==> src/design/observation_history_buffer_assert.svh <==
// ---------------------------------------------------------------------------
// observation_history_buffer_assert.svh
// Assertion macros for the observation history buffer.
// ---------------------------------------------------------------------------
`ifndef OBSERVATION_HISTORY_BUFFER_ASSERT_SVH
`define OBSERVATION_HISTORY_BUFFER_ASSERT_SVH
`ifndef SYNTHESIS
`define OHB_ASSERT(label, prop, msg) \
  label: assert property (@(posedge clk) disable iff (rst) prop) else $error(msg);
`define OHB_ASSERT_ALWAYS(label, prop, msg) \
  label: assert property (@(posedge clk) prop) else $error(msg);
`else
`define OHB_ASSERT(label, prop, msg)
`define OHB_ASSERT_ALWAYS(label, prop, msg)
`endif
`endif

==> src/design/ohb_ram.sv <==
// ---------------------------------------------------------------------------
// ohb_ram
// Generic single-port-write, single-port-read RAM with registered read.
// ---------------------------------------------------------------------------
module ohb_ram #(
  parameter int WIDTH = 32,
  parameter int DEPTH = 16
) (
  input  logic                     clk,
  input  logic                     we,
  input  logic [$clog2(DEPTH)-1:0] waddr,
  input  logic [WIDTH-1:0]         wdata,
  input  logic [$clog2(DEPTH)-1:0] raddr,
  output logic [WIDTH-1:0]         rdata
);

  logic [WIDTH-1:0] mem [DEPTH];

  always_ff @(posedge clk) begin
    if (we) begin
      mem[waddr] <= wdata;
    end
    rdata <= mem[raddr];
  end

endmodule
==> config.mk <==
export PLATFORM = sky130hd
export DESIGN_NAME = ohb_ram
export DESIGN_NICKNAME = d
export VERILOG_FILES = /design/src/design/observation_history_buffer_assert.svh /design/src/design/ohb_ram.sv
export SDC_FILE = /design/constraint.sdc
export NUM_CORES = 1
export LEC_CHECK = 0
export BUFFER_PORTS_ARGS = -buffer_cell sky130_fd_sc_hd__buf_4
export CAP_MARGIN = 30
export CORE_ASPECT_RATIO = 0.5
export CORE_UTILIZATION = 50
export DETAILED_ROUTE_END_ITERATION = 10
export HOLD_SLACK_MARGIN = 0.02
export PLACE_DENSITY = 0.67
export SLEW_MARGIN = 20
export SYNTH_ARGS = -nofsm -noshare
export SYNTH_HDL_FRONTEND = slang
export SYNTH_SLANG_ARGS = --single-unit
==> constraint.sdc <==
create_clock -name clk -period 4.4 [get_ports clk]
set_clock_uncertainty 0.2 [all_clocks]
set_input_delay 0.66 -clock clk [delete_from_list [all_inputs] [get_ports clk]]
set_output_delay 0.66 -clock clk [all_outputs]
set_load 0.005 [all_outputs]
# Word level (Yosys, flattened, before mapping)
# Memories as Yosys holds them, arrays and structs flattened. A register that Yosys moved wholly into a read port is not among the register bits.
# Index checks and enable logic that the tools add are counted.
# word_totals
regBits	0
ramBits	512
in_bits	42
out_inout_bits	32
memories	1
# classes
n_mux	2
# mem_list
name	depth	width	rd	rd_ports_with_merged_regs	write_ports	line	source
mem	16	32	1	1	1	ohb_ram.sv:17	logic [WIDTH-1:0] mem [DEPTH];
# ops
operator	n
two-way mux 1 bit	2

# Longest topological paths before layout
# Gate-level depths: netlist (run 1).
# logic_depth
depth_word	2
mapped_depth	5
depth_no_buf	3

# Least setup slack after synthesis (run 1)
# OpenSTA, ideal clock, no wires.
# synth_timing
path_type	input port to flip-flop
from	input port waddr[2]
to	memory mem[0][0], enable pin
setup_time_ps	461
arrival_ps	3378
t_required_ps	3739
path_slack_ps	360
stages	2
path_cell_list	or3b_2 nor3_1
# synth_lines
item	line	source
start: declaration	ohb_ram.sv:11	input logic [$clog2(DEPTH)-1:0] waddr,
end: declaration	ohb_ram.sv:17	
# No word-level cell before the write port.

==> results of run 1 <==
[worst min path at each step]
stage | from | endpoint | slack [ns]
6_report | wdata[13] | mem[8][13] | 0.19
5_1_grt | wdata[13] | mem[8][13] | 0.18
4_1_cts | wdata[13] | mem[8][13] | 0.16
3_5_place_dp | mem[14][11] | rdata[11] | 0.45
3_3_place_gp | mem[14][3] | rdata[3] | 0.45
2_1_floorplan | mem[14][0] | rdata[0] | 0.43
[flip-flops by register name (all words and copies together) (netlist names)]
name / cells
mem: 512
rdata: 32
[per-stage QoR]
stage | setup WS (ns) | cells
after floorplan | 0.360 | 838
after global placement | 1.49 | 1431
after detailed placement | 1.48 | 1433
after CTS | 2.07 | 1516
after global routing | 1.97 | 1518
final | 2.11 | 1519
[report_power, final]
group	total [W]	internal, W	switching [W]
clock	0.00408	0.00233	0.00175
sequential	0.00583	0.00579	0.0000358
combinational	0.000531	0.000245	0.000287
[area by class of cell]
cell class                      instances  area, um2  area share, %
Multi-Input combinational cell        251       3750           16.4
Timing Repair Buffer                  110        933           4.08
Sequential cell                       544      16000           70.0
Clock buffer                           67       1290           5.65
Antenna cell                            1       2.50         0.0109
Tap cell                              530        663           2.90
Clock inverter                         16        209          0.914
[metal layers]
layer  share of wire [%]  global-route usage, %
met1                  43                   28.9
met2                  48                   32.1
met3                 7.0                   3.90
met4                 1.9                   5.09
met5                   0                      0
[placed cells by master (no fill, tap or decap), types with 2 or more instances in the layout]
cell type and instances:
buf_12 3, edfxtp_1 512, nor2_4 13, bufinv_16 5, clkbuf_8 5, dfxtp_1 32, clkinv_1 2, clkbuf_16 47
nand2_1 33, mux4_2 128, nor3_2 4, clkinv_2 7, nand2b_1 2, buf_4 102, nor2b_4 2, clkbuf_1 16
a22oi_1 64, nand3b_1 2, buf_16 3
[cell families (layout without fill, tap and decap cells)]
family / Yosys count / in the layout / share of synthesized area, %
flip-flops: 544 / 544 / 80.7
multiplexers: 128 / 128 / 14.5
AO/OA/AOI/OAI: 64 / 64 / 2.42
AND/OR/NAND/NOR: 59 / 59 / 1.27
buffers and inverters: 43 / 193 / 1.12
other: 0 / 1 / 0
[worst register-to-register path, stage by stage (launching register included)]
cell      delay [ns]
edfxtp_1        0.37
mux4_2          0.46
a22oi_1         0.22
nand2_1         0.14
==> run_results.csv, run 1 <==
group,metric,value,unit
cts,cts_tree,"done",
sta,whs,0.188,ns
setup_path,r2r_setup_slack,2.88,ns
logic_synthesis,ys_ff_latch,544,
sta,slew-limit-headroom,38.0,%
cells_and_area,nFillCells,2657,
setup_path,crit_fanout,50,
setup_path,path_buf_inv,2,
die,dieWidth,284,um
logic_synthesis,syn_inst,838,
detailed_routing,wl_per_cell,26.5,um
grt,first_global_vias,9173,
cts,cts_buffers,46,
setup_path,ff2ff_path_depth,3,
detailed_routing,vias,8959,
pwr,vdd_drop_max,0.000242,V
pwr,pwr_density_cell,456,mW/mm2
cts,cts_resized,0,
logic_synthesis,async_reset_ff_share,0,%
die,die_h,143,um
sta,slew_viol_final,0,
logic_synthesis,synth_top_cell_area_share,77.4,%
sta,tns,0,ns
detailed_routing,routed_wl,40300,um
die,ioPinCount,74,
pwr,total_power,0.0104,W
logic_synthesis,mappedNetlistArea,0.0199,mm2
grt,antenna_found_initial,1,
sta,rsz0062_at_grt,"false",
detailed_routing,vias_per_cell,5.90,
cts,clkLatencyLatePin,0.56,ns
sta,layout_min_cycle_time,2.29,ns
hold_path,hold_depth,1,
setup_path,crit_path_top_delay_cell,"buf_4",
sta,fmax,436,MHz
cts,cts.reportedPaths.clkPinSlew,0.07,ns
setup_path,crit_family,"buffers and inverters",
run_status,status,"finished, final reports clean",
setup_path,worstSetupEndpoint,"rdata[1]",
cts,post-cts-setup-buffer-count,0,
detailed_routing,drt_iter0_drc,971,
setup_path,crit_start,"raddr[1]",
cells_and_area,final_util,58.6,%
setup_path,timing.rr.start,"mem[10][1]",
logic_synthesis,ys_warn_count,0,
cells_and_area,area_delta_synth_final,15.2,%
logic_synthesis,yosysTopAreaCell,"edfxtp_1",
setup_path,crit_chain,"buf_4, buf_4, mux4_2, a22oi_1, nand2_1",
run,max_cap_violations,0,
detailed_routing,firstDrtPassIters,5,
logic_synthesis,yosysUniqueCellTypes,18,
cts,holdBufCountCts,0,
setup_path,cp.depth,5,
logic_synthesis,synth.avg_cell_area,23.7,um2
die,core_area,0.0390,mm2
logic_synthesis,synth_edf_count,512,
detailed_routing,drtAntennaViolNets,0,
grt,grt_pass1_wl,59100,um
setup_path,end_kind,"flop",
cells_and_area,nNetsFinal,995,
grt,grt_util_all_layers,20.1,%
place,postPlaceCellArea,0.0213,mm2
logic_synthesis,seq_area_frac_synth,80.7,%
cells_and_area,fin_area,0.0229,mm2
setup_path,start_kind,"input pin",
die,dieArea,0.0406,mm2
place,post-dp-hpwl,21200,um
sta,post-route-period-util,52.1,%
grt,grt_max_degree,56,
cells_and_area,drive_gt1_share,32.8,%
setup_path,r2r_end,"rdata[1]",
setup_path,max_stage_delay,0.61,ns
sta,finalSetupViolCount,0,
logic_synthesis,ys_top_cells_by_area,"edfxtp_1 77%, mux4_2 15%, dfxtp_1 3.2%, a22oi_1 2.4%, nand2_1 0.62%",
detailed_routing,drc,0,
setup_path,crit_top_cell,"buf_4",
setup_path,worstPathRequired,4.62,ns
logic_synthesis,synth_flop_cell,"edfxtp_1",
place,place_congestion,0.745,
setup_path,crit_type,"in2reg",
cts,clk_path_buf_depth,3,
cts,root_buffer,"clkbuf_16",
sta,tightest_slew,0.928,ns
place,port_buffers,73,
die,row_count,51,
die,start_util,50.9,%
sta,hold_violations,0,
pwr,leakagePower,7.34,nW
setup_path,critPathArrivalTime,2.51,ns
cts,cts_htree_levels,2,
logic_synthesis,synth_most_common_cell,"edfxtp_1",
logic_synthesis,synth_fp_nets,880,
grt,grt_overflow,0,
cts,clock-sinks,544,
hold_path,hp-class,"in2reg",
logic_synthesis,synthTopCellsByCount,"512 x edfxtp_1, 128 x mux4_2, 64 x a22oi_1",
Power figures use the tool's default switching activity.
==> run 2, diff against run 1 <==
--- a/config.mk
+++ b/config.mk
@@ -11,7 +11,7 @@
 export CORE_UTILIZATION = 50
 export DETAILED_ROUTE_END_ITERATION = 10
 export HOLD_SLACK_MARGIN = 0.02
-export PLACE_DENSITY = 0.67
+export PLACE_DENSITY = 0.69
 export SLEW_MARGIN = 20
 export SYNTH_ARGS = -nofsm -noshare
 export SYNTH_HDL_FRONTEND = slang
==> constraint.sdc (replaced) <==
create_clock -name clk -period 2.1 [get_ports clk]
set_clock_uncertainty 0.2 [all_clocks]
set_input_delay 0.315 -clock clk [delete_from_list [all_inputs] [get_ports clk]]
set_output_delay 0.315 -clock clk [all_outputs]
set_load 0.005 [all_outputs]
==> run_results.csv, run 2 (synthesized netlist as in run 1, its figures left out) <==
group,metric,value,unit
setup_path,crit_type,"in2reg",
setup_path,max_stage_delay,0.54,ns
sta,layout_min_cycle_time,1.82,ns
detailed_routing,drtAntennaViolNets,0,
grt,first_global_vias,9630,
cells_and_area,reg_top3,"mem (512), rdata (32)",
cells_and_area,nNetsFinal,1042,
cells_and_area,fin_cells,1569,
grt,antenna_found_initial,0,
setup_path,worstPathRequired,2.34,ns
setup_path,end_kind,"flop",
die,row_count,51,
detailed_routing,routed_wl,41800,um
cells_and_area,largest_reg_flops,512,
cells_and_area,final_util,60.6,%
setup_path,crit_family,"buffers and inverters",
place,dpl_worst_slack,0.0557,ns
place,place_inst,1448,
pwr,switchingPower,0.00440,W
die,dieArea,0.0406,mm2
sta,post-route-period-util,86.7,%
pwr,total_power,0.0219,W
cts,root_buffer,"clkbuf_16",
die,core_area,0.0390,mm2
sta,slew-limit-headroom,63.2,%
grt,grt_pass1_wl,61300,um
cells_and_area,drive_gt1_share,32.4,%
pwr,pwr_density_cell,929,mW/mm2
pwr,combPwrFrac,5.6,%
cts,cts_buffers,47,
grt,grt_util_all_layers,21.0,%
detailed_routing,drt_iter0_drc,884,
detailed_routing,vias_per_cell,5.87,
sta,slew_viol_final,0,
cts,clock-sinks,544,
sta,finalSetupViolCount,0,
pwr,leakagePower,7.62,nW
hold_path,hp-class,"in2reg",
setup_path,crit_fanout,18,
cts,clk_path_buf_depth,3,
sta,fin_ws,0.280,ns
place,place_congestion,0.716,
setup_path,start_kind,"input pin",
die,dieWidth,284,um
detailed_routing,topRoutingLayerUsed,"met4",
sta,fmax,549,MHz
detailed_routing,wl_per_cell,26.6,um
cts,post-cts-setup-buffer-count,0,
place,port_buffers,73,
sta,whs,0.0923,ns
die,ioPinCount,74,
run,max_cap_violations,0,
cts,cts.reportedPaths.clkPinSlew,0.06,ns
cts,cts_tree,"done",
setup_path,crit_top_cell,"buf_4",
sta,hold_violations,0,
sta,rsz0062_at_grt,"false",
detailed_routing,vias,9209,
setup_path,crit_chain,"dlygate4sd3_1, buf_4, buf_4, and2_2, buf_12, a22oi_1, nand2_1",
grt,grt_overflow,0,
detailed_routing,dr_wl_met2,20500,um
setup_path,critPathArrivalTime,2.06,ns
setup_path,path_buf_inv,4,
cts,clkLatencyLatePin,0.57,ns
detailed_routing,wl_met3,2930,um
detailed_routing,drc,0,
cells_and_area,layout_common_cells,"512 x edfxtp_1, 128 x mux4_2, 92 x buf_4",
grt,grt_max_degree,69,
cts,cts_htree_levels,2,
cells_and_area,diodes,0,
pwr,p_sw_share,20.1,%
die,die_h,143,um
cells_and_area,area_delta_synth_final,19.0,%
cts,cts_resized,0,
sta,tightest_slew,0.551,ns
cells_and_area,regMostFlops,"mem",
run_status,status,"finished, final reports clean",
detailed_routing,wl_met1,17700,um
detailed_routing,firstDrtPassIters,5,
setup_path,crit_path_top_delay_cell,"dlygate4sd3_1",
cts,holdBufCountCts,33,
pwr,intPower,0.0175,W
pwr,seqPwrFrac,55.6,%
pwr,vdd_drop_max,0.000746,V
die,start_util,50.9,%
pwr,p_clk_share,38.8,%
cells_and_area,final_common_cell,"edfxtp_1",
place,post-dp-hpwl,21900,um
-- run 2: tightest hold or removal path, cell delays in order --
cell,delay (ns)
buf_4,0.15
mux4_2,0.22
a22oi_1,0.06
nand2_1,0.07
-- run 2: cell type report --
type	count	area, um2
sequential	544	16000
clock buffer	74	1400
fill	2601	15400
multi-input combinational	251	3780
timing repair buffer	156	1640
clock inverter	14	131
tap	530	663
-- run 2: per-stage QoR --
step | TNS [ns] | instance area, um2
floorplan | -156.64 | 19900
global placement | 0 | 21700
detailed placement | 0 | 21800
CTS | 0 | 23600
global route | 0 | 23600
finish | 0 | 23600
-- run 2: path summary, 6_finish.rpt --
kind	start	end	slack [ns]	cells past startpoint
hold / removal	raddr[1]	rdata[12]	0.09	4
setup reg to reg	mem[2][5]	rdata[5]	0.61	3
hold reg to reg	mem[6][26]	rdata[26]	0.47	3
setup / recovery	raddr[3]	rdata[24]	0.28	7
-- run 2: power groups by stage --
stage / Combinational (W) / Clock, W / Sequential [W]
floorplan: 0.000586 / 0 / 0.0124
global placement: 0.00114 / 0 / 0.0124
detailed placement: 0.00117 / 0 / 0.0124
CTS: 0.00123 / 0.00867 / 0.0122
global route: 0.00131 / 0.00909 / 0.0122
finish: 0.00122 / 0.00852 / 0.0122
-- run 2: per-layer routing --
layer  vias to the layer above  track usage, %
li1                       3902               -
met1                      4885            29.5
met2                       369            34.1
met3                        53            3.85
met4                         0            5.69
met5                         -               0
==> run 3, diff against run 2 <==
--- a/config.mk
+++ b/config.mk
@@ -5,11 +5,11 @@
 export SDC_FILE = /design/constraint.sdc
 export NUM_CORES = 1
 export LEC_CHECK = 0
-export BUFFER_PORTS_ARGS = -buffer_cell sky130_fd_sc_hd__buf_4
 export CAP_MARGIN = 30
 export CORE_ASPECT_RATIO = 0.5
 export CORE_UTILIZATION = 50
 export DETAILED_ROUTE_END_ITERATION = 10
+export DONT_BUFFER_PORTS = 1
 export HOLD_SLACK_MARGIN = 0.02
 export PLACE_DENSITY = 0.69
 export SLEW_MARGIN = 20
==> run_results.csv, run 3 (synthesized netlist as in run 1, its figures left out) <==
group,metric,value,unit
sta,fin_ws,0.0465,ns
detailed_routing,vias_per_cell,5.86,
pwr,intPower,0.0175,W
die,row_count,51,
detailed_routing,firstDrtPassIters,5,
sta,tightest_slew,0.938,ns
die,dieWidth,284,um
cts,cts_htree_levels,2,
place,post-dp-hpwl,19600,um
cells_and_area,drive_gt1_share,23.0,%
place,port_buffers,0,
grt,antenna_found_initial,1,
cts,cts_tree,"done",
cells_and_area,reg_top3,"mem (512), rdata (32)",
setup_path,worstPathRequired,2.34,ns
hold_path,hp-class,"in2reg",
cells_and_area,area_delta_synth_final,20.2,%
pwr,p_clk_share,38.5,%
setup_path,start_kind,"flop",
die,start_util,50.9,%
hold_path,min_from,"raddr[0]",
pwr,vdd_drop_max,0.000509,V
cts,root_buffer,"clkbuf_16",
die,ioPinCount,74,
sta,slew_viol_final,0,
setup_path,crit_chain,"mux4_2, dlygate4sd3_1, a22oi_1, nand2_1",
die,dieArea,0.0406,mm2
detailed_routing,drt_iter0_drc,850,
setup_path,critPathArrivalTime,2.30,ns
sta,fmax,487,MHz
cells_and_area,regMostFlops,"mem",
cells_and_area,multiInputGateArea,0.00380,mm2
detailed_routing,routed_wl,41300,um
pwr,switchingPower,0.00426,W
setup_path,path_buf_inv,1,
cells_and_area,layout_common_cells,"512 x edfxtp_1, 144 x dlygate4sd3_1, 128 x mux4_2",
setup_path,crit_start,"mem[11][31]",
sta,slew-limit-headroom,37.5,%
setup_path,crit_path_top_delay_cell,"dlygate4sd3_1",
run_status,status,"finished, final reports clean",
detailed_routing,drtAntennaViolNets,0,
cts,clock-sinks,544,
pwr,p_sw_share,19.6,%
pwr,pwr_density_cell,909,mW/mm2
setup_path,end_kind,"flop",
pwr,combPwrFrac,5.1,%
die,core_area,0.0390,mm2
grt,first_global_vias,9609,
cts,clkLatencyLatePin,0.56,ns
setup_path,crit_fanout,1,
cts,cts_buffers,48,
sta,finalSetupViolCount,0,
pwr,leakagePower,7.58,nW
place,dpl_worst_slack,0.287,ns
cells_and_area,nNetsFinal,1060,
grt,grt_util_all_layers,20.9,%
cells_and_area,nFillCells,2532,
sta,hold_violations,0,
cts,clk_path_buf_depth,3,
setup_path,crit_type,"reg2reg",
detailed_routing,wl_per_cell,26.0,um
detailed_routing,drc,0,
setup_path,crit_family,"buffers and inverters",
cells_and_area,final_common_cell,"edfxtp_1",
detailed_routing,vias,9293,
setup_path,max_stage_delay,0.60,ns
grt,grt_overflow,0,
cells_and_area,final-seq-area,0.0160,mm2
place,place_congestion,0.731,
grt,grt_max_degree,112,
cts,cts.reportedPaths.clkPinSlew,0.06,ns
grt,grt_pass1_wl,61400,um
run,max_cap_violations,0,
pwr,seqPwrFrac,56.4,%
setup_path,timing.rr.start,"mem[11][31]",
die,die_h,143,um
cells_and_area,final_util,61.2,%
cells_and_area,largest_reg_flops,512,
sta,post-route-period-util,97.8,%
sta,layout_min_cycle_time,2.05,ns
[run 3: final cells by class]
type | instances | area share [%]
Clock inverter | 16 | 0.514
Sequential cell | 544 | 67.1
Antenna cell | 1 | 0.0105
Multi-Input combinational cell | 251 | 15.9
Timing Repair Buffer | 173 | 8.01
Clock buffer | 71 | 5.69
Tap cell | 530 | 2.78
[run 3: final timing paths]
| path | to | slack (ns) | cells after the start |
|---|---|---|---|
| min | rdata[16] | 0.06 | 3 |
| min reg2reg | rdata[24] | 0.52 | 3 |
| max | rdata[31] | 0.05 | 4 |
| max reg2reg | rdata[31] | 0.05 | 4 |
[run 3: timing repair]
item	4_1_cts	5_1_grt
hold endpoints to repair	672	0
setup endpoints to repair	0	6
buffers inserted	0	3
gates resized for setup	0	4
hold buffers	146	0
[run 3: worst min-delay path: stages]
cell and delay [ns]:
mux4_2 0.23, a22oi_1 0.10, nand2_1 0.09
[run 3: per-stage QoR]
stage               setup TNS [ns]  hold WS [ns]  total power (W)  area, um2  instances
floorplan                  -156.64         0.214           0.0130      19900        838
global route               -0.0345        0.0439           0.0223      23900       1585
global placement                 0         0.215           0.0131      20800       1348
CTS                              0        0.0228           0.0218      23800       1582
finish                           0        0.0569           0.0217      23900       1586
detailed placement               0         0.214           0.0131      20900       1349
[run 3: metal layers]
layer	up-vias	global-route usage (%)	wire length (um)
li1	3942	-	-
met1	4994	27.9	17100
met2	317	36.1	21100
met3	40	3.91	2580
met4	0	4.50	498
met5	-	0	0
[run 3: power groups by stage]
stage          clock network [W]  registers, W  logic (W)
2_1_floorplan                  0        0.0124   0.000586
3_3_place_gp                   0        0.0125   0.000651
3_5_place_dp                   0        0.0125   0.000662
4_1_cts                  0.00846        0.0122    0.00110
5_1_grt                  0.00886        0.0123    0.00118
6_report                 0.00835        0.0122    0.00112
